[src/rtl/fct_pkg.sv]
`timescale 1ns / 1ps
`default_nettype none

package fct_pkg;

  // six planes, one per cell
  localparam int PLANE_COUNT = 6;
  // packing of one plane register
  localparam int PLANE_W     = 64;
  localparam int FIELD_W     = 16;
  localparam int AXES        = 3;
  localparam int DIST_SLOT   = 3;
  localparam int CFG_IDX_W   = 3;

  typedef enum logic [1:0] {
    MODE_POINT  = 2'd0,
    MODE_SPHERE = 2'd1,
    MODE_BOX    = 2'd2,
    MODE_NONE   = 2'd3
  } mode_e;

  // control that travels with an item down the row
  typedef struct packed {
    logic  valid;
    mode_e mode;
    logic  pass_all;
  } ctrl_t;

endpackage

`default_nettype wire

[src/rtl/fct_cell.sv]
`timescale 1ns / 1ps
`default_nettype none

module fct_cell #(
  parameter int COORD_WIDTH      = 16,
  parameter int NORMAL_FRAC_BITS = 14
) (
  input  logic                          clk_i,
  input  logic                          rst_ni,
  input  logic                          plane_we_i,
  input  logic [fct_pkg::PLANE_W-1:0]   plane_i,
  input  fct_pkg::ctrl_t                ctrl_i,
  input  logic signed [COORD_WIDTH-1:0] first_i [fct_pkg::AXES],
  input  logic signed [COORD_WIDTH-1:0] max_i [fct_pkg::AXES],
  input  logic [COORD_WIDTH-2:0]        radius_i,
  output logic                          ready_o,
  output fct_pkg::ctrl_t                ctrl_o,
  output logic signed [COORD_WIDTH-1:0] first_o [fct_pkg::AXES],
  output logic signed [COORD_WIDTH-1:0] max_o [fct_pkg::AXES],
  output logic [COORD_WIDTH-2:0]        radius_o,
  input  logic                          ready_i
);
  import fct_pkg::*;

  // product width and a sum width that holds every term
  localparam int PW  = FIELD_W + COORD_WIDTH;
  localparam int SA  = PW + 2;
  localparam int SB  = FIELD_W + NORMAL_FRAC_BITS + 1;
  localparam int SC  = COORD_WIDTH + NORMAL_FRAC_BITS + 1;
  localparam int SAB = (SA > SB) ? SA : SB;
  localparam int SW  = ((SAB > SC) ? SAB : SC) + 1;

  logic [PLANE_W-1:0]           plane_q;
  logic signed [FIELD_W-1:0]    n [AXES];
  logic signed [FIELD_W-1:0]    plane_d;

  // stage a: corner select and products
  ctrl_t                        a_ctrl_q;
  logic signed [COORD_WIDTH-1:0] a_first_q [AXES];
  logic signed [COORD_WIDTH-1:0] a_max_q [AXES];
  logic [COORD_WIDTH-2:0]       a_rad_q;
  logic signed [PW-1:0]         a_prod_q [AXES];
  logic signed [PW-1:0]         a_prod_d [AXES];

  // stage b: sum, compare, hand on
  ctrl_t                        b_ctrl_q;
  ctrl_t                        b_ctrl_d;
  logic signed [COORD_WIDTH-1:0] b_first_q [AXES];
  logic signed [COORD_WIDTH-1:0] b_max_q [AXES];
  logic [COORD_WIDTH-2:0]       b_rad_q;

  logic signed [SW-1:0]         sum;
  logic signed [SW-1:0]         lim;
  logic                         pass;
  logic                         adv_a;
  logic                         adv_b;

  assign adv_b   = !b_ctrl_q.valid || ready_i;
  assign adv_a   = !a_ctrl_q.valid || adv_b;
  assign ready_o = adv_a;

  always_ff @(posedge clk_i or negedge rst_ni) begin
    if (!rst_ni) begin
      plane_q <= '0;
    end else if (plane_we_i) begin
      plane_q <= plane_i;
    end
  end

  always_comb begin
    for (int k = 0; k < AXES; k++) begin
      n[k] = plane_q[k*FIELD_W +: FIELD_W];
    end
    plane_d = plane_q[DIST_SLOT*FIELD_W +: FIELD_W];
  end

  // box mode takes the max coordinate where the normal is not negative
  always_comb begin
    logic signed [COORD_WIDTH-1:0] corner;
    for (int k = 0; k < AXES; k++) begin
      corner      = (ctrl_i.mode == MODE_BOX && !n[k][FIELD_W-1]) ? max_i[k] : first_i[k];
      a_prod_d[k] = PW'(n[k]) * PW'(corner);
    end
  end

  always_ff @(posedge clk_i or negedge rst_ni) begin
    if (!rst_ni) begin
      a_ctrl_q <= '0;
    end else if (adv_a) begin
      a_ctrl_q <= ctrl_i;
    end
  end

  always_ff @(posedge clk_i) begin
    if (adv_a) begin
      a_first_q <= first_i;
      a_max_q   <= max_i;
      a_rad_q   <= radius_i;
      a_prod_q  <= a_prod_d;
    end
  end

  // sign bit decides against zero; sphere mode compares against the negated radius instead
  always_comb begin
    sum = SW'(a_prod_q[0]) + SW'(a_prod_q[1]) + SW'(a_prod_q[2])
          - (SW'(plane_d) <<< NORMAL_FRAC_BITS);
    lim = -(SW'(a_rad_q) <<< NORMAL_FRAC_BITS);
    case (a_ctrl_q.mode)
      MODE_POINT:  pass = !sum[SW-1] && (sum != '0);
      MODE_SPHERE: pass = !(sum < lim);
      MODE_BOX:    pass = !sum[SW-1];
      default:     pass = 1'b0;
    endcase
    b_ctrl_d          = a_ctrl_q;
    b_ctrl_d.pass_all = a_ctrl_q.pass_all && pass;
  end

  always_ff @(posedge clk_i or negedge rst_ni) begin
    if (!rst_ni) begin
      b_ctrl_q <= '0;
    end else if (adv_b) begin
      b_ctrl_q <= b_ctrl_d;
    end
  end

  always_ff @(posedge clk_i) begin
    if (adv_b) begin
      b_first_q <= a_first_q;
      b_max_q   <= a_max_q;
      b_rad_q   <= a_rad_q;
    end
  end

  assign ctrl_o   = b_ctrl_q;
  assign first_o  = b_first_q;
  assign max_o    = b_max_q;
  assign radius_o = b_rad_q;

endmodule

`default_nettype wire

[config.mk]
export PLATFORM = sky130hd
export DESIGN_NAME = fct_cell
export DESIGN_NICKNAME = d
export VERILOG_FILES = /design/src/rtl/fct_pkg.sv /design/src/rtl/fct_cell.sv
export SDC_FILE = /design/constraint.sdc
export NUM_CORES = 2
export LEC_CHECK = 0
export BUFFER_PORTS_ARGS = -buffer_cell sky130_fd_sc_hd__buf_2
export CORE_AREA = 5 5 372 374
export CTS_BUF_LIST = sky130_fd_sc_hd__clkbuf_8
export DETAILED_ROUTE_END_ITERATION = 10
export DIE_AREA = 0 0 377 379
export HOLD_SLACK_MARGIN = 0.15
export PLACE_DENSITY = 0.54
export SLEW_MARGIN = 30
export SYNTH_ARGS = -nofsm -noshare
export SYNTH_HDL_FRONTEND = slang
export SYNTH_SLANG_ARGS = --single-unit
[constraint.sdc]
create_clock -name clk_i -period 7 [get_ports clk_i]
set_input_delay 0 -clock clk_i [delete_from_list [all_inputs] [get_ports clk_i]]
set_output_delay 0 -clock clk_i [all_outputs]
set_load 0.03 [all_outputs]
==> reports/metrics.csv <==
stage,metric,value,unit
sta,Slew headroom,40.6,%
final_layout,nets,6577,
drt,DR DRC count,0,
setup_path,critical path class,reg2reg,
sta,Fin. Hold Viols,0,
synth,Synth area leaders,"fa_1 (36%), edfxtp_1 (20%), ha_1 (8.4%)",
die,die area,143000,um2
sta,Least-Margin Pin Slew,891,ps
drt,vias,32700,
drt,Starting DRT DRC Count,1678,
setup_path,Worst path most repeated cell,fa_1,
grt,initial antenna violation count,8,
setup_path,CP max FO,6,
setup_path,Crit path required time,7480,ps
grt,largest net degree at the start of global routing,60,
die,Die Span Y,379,um
place,Placer Congestion,0.862,
synth,predominant post-synthesis flop cell,edfxtp_1,
setup_path,Critical Path Max Stage Delay,540,ps
synth,Post-synth EDFFs,318,
die,cell row count,135,
synth,asr flop ratio synth,18.5,%
synth,Yosys reg bits,390,
sta,Fmax achieved,145,MHz
drt,DRT antenna net count,0,
synth,leading area contributor after synthesis,fa_1,
sta,min Tclk post-route,6880,ps
synth,top post-synthesis cells by count,"inv_1 (1035), fa_1 (837), nand2_1 (401)",
synth,synthesized area,46700,um2
place,Detailed Place HPWL,100000,um
sta,Final setup viols,0,
drt,Vias/cell,4.61,
die,IO Count,299,
sta,Final Max Tran Viols,0,
die,core box area,135000,um2
synth,top cell type's share of synthesized area,35.9,%
sta,post-route clock period utilization,98.3,%
synth,most instantiated library cell after synthesis,inv_1,
cts,TritonCTS buffer count,75,
drt,drt first pass iters,5,
cts,H-tree levels,3,
cts,Worst-path clk slew,80,ps
grt,first-pass GRT wire length,200000,um
drt,Post-Route WL,126000,um
synth,YS warnings,0,
final_layout,fraction of layout cells with a size suffix above 1,15.1,%
setup_path,Startpoint Class,flip-flop,
worst_hold_path,worst min-delay path class,in2reg,
cts,worst skew pair latency,770,ps
cts,Root Buffer,clkbuf_8,
synth,synthesized instance count,4401,
sta,final clock skew,64.8,ps
setup_path,critical path arrival,7360,ps
final_layout,multi-input combinational cell area,31500,um2
final_layout,fillers,12900,
synth,Unique masters post-synth,83,
cts,Clock Sinks,390,
grt,Total GRT Usage,18.0,%
setup_path,"Max stage delay cell, worst path",fa_1,
cts,CTS tree,done,
die,die width,377,um
grt,GR Overflow Total,0,
final_layout,register area,11400,um2
setup_path,Critical Path End Type,flip-flop,
cts,Clock Tree Buf Depth,3,
synth,synthesized net count,5736,
run,max_cap viols,0,
synth,syn avg cell area,10.6,um2
drt,average routed wire per standard cell,17.8,um
synth,part of the Yosys area used for sequential elements,24.3,%
die,Starting Density,34.7,%
place,IO Port Bufs,298,
sta,RSZ-0062 raised after global routing,true,
final_layout,Area Overhead vs Synth,23.8,%
grt,vias in the first global route,35800,
outcome,status,completed,
final_layout,final core area utilization,42.9,%
-- state kept, by name, indices dropped and copies added (netlist names) --
name and flops:
radius_o 15, plane_q 64, a_rad_q 15, first_o 48, a_ctrl_q 4, a_prod_q 96
a_max_q 48, ctrl_o 4, max_o 48, a_first_q 48
-- kinds of logic after synthesis --
| group | Yosys count | share of synthesized area [%] |
|---|---|---|
| xor+xnor | 134 | 2.51 |
| simple gates | 1123 | 12.2 |
| fa+ha+maj | 1152 | 44.3 |
| mux | 105 | 2.47 |
| buf+inv | 1158 | 9.36 |
| flops | 390 | 24.3 |
| compound gates | 339 | 4.82 |
-- worst max-delay path, delay by kind of cell (launching register included) --
family / cells / cell delay (ps)
AOI/OAI and AO/OA: 5 / 1030
xor gates and xnor gates: 1 / 110
adders and majority gates: 7 / 3170
buffers and inverters: 7 / 570
DFF: 1 / 420
muxes: 1 / 310
and+or+nand+nor: 5 / 950
-- placed cells by master (no fill, tap or decap), drive strengths merged, types with 12 or more instances in the layout --
cell type	n
dlygate4sd3	403
or2	20
o21a	22
clkinv	21
clkbuf	84
nor2b	269
nand2b	44
and2	145
a31oi	13
nand3	27
mux2i	23
inv	1061
nor3	20
o21ai	68
buf	481
nand2	401
fa	837
xor2	35
ha	315
a21o	35
o21bai	15
a21oi	96
dfrtp	72
edfxtp	318
o211ai	12
nor2	138
xnor2	99
mux2	82
-- final timing paths --
| check | startpoint | end | slack (ps) | cells after the start |
|---|---|---|---|---|
| worst min register to register | a_first_q[32] | first_o[32] | 410 | 0 |
| worst max register to register | plane_q[31] | a_prod_q[62] | 120 | 26 |
| worst max-delay path | plane_q[31] | a_prod_q[62] | 120 | 26 |
| min in group asynchronous | rst_ni | plane_q[30] | 410 | 4 |
| worst min-delay path | plane_we_i | plane_q[61] | 290 | 4 |
| max in group asynchronous | rst_ni | a_ctrl_q[0] | 5830 | 4 |
-- area by class of cell --
cell class,instances,share of cell area [%]
Inverter,1036,6.74
Multi-Input combinational cell,2853,54.6
Clock inverter,57,0.682
Tap cell,1781,3.86
Antenna cell,3,0.0130
Clock buffer,82,1.95
Timing Repair Buffer,886,12.5
Sequential cell,390,19.6
-- repair_timing --
action	in CTS	in global routing
resized for setup	3	136
gates cloned	0	3
pin swaps	2	60
hold buffers	404	0
endpoints found under the hold margin	317	0
endpoints found under the setup margin	6	22
buffers inserted	0	27
-- metal layers --
layer / up-vias / share of wire (%) / track usage, %
met2: 760 / 46 / 29.3
met1: 16500 / 45 / 24.5
met5: - / 0.021 / 0
met4: 4 / 2.9 / 5.80
li1: 15200 / - / -
met3: 179 / 5.6 / 3.24
-- stage by stage --
stage / cell area [um2] / hold slack, ps / setup TNS (ps) / worst slack (ps) / std cells
2_1_floorplan: 46700 / -296 / 0 / 31.4 / 4401
3_5_place_dp: 51300 / 55.0 / -568 / -141 / 6512
6_report: 57800 / 288 / 0 / 118 / 7088
4_1_cts: 56900 / 192 / 0 / 21.8 / 7055
5_1_grt: 57800 / 301 / -685 / -95.9 / 7086
3_3_place_gp: 51300 / 49.9 / -323 / -108 / 6512
Power is left out: the tool's default activity adds up to more than one toggle a clock period on the data nets, which glitch-free logic cannot reach.
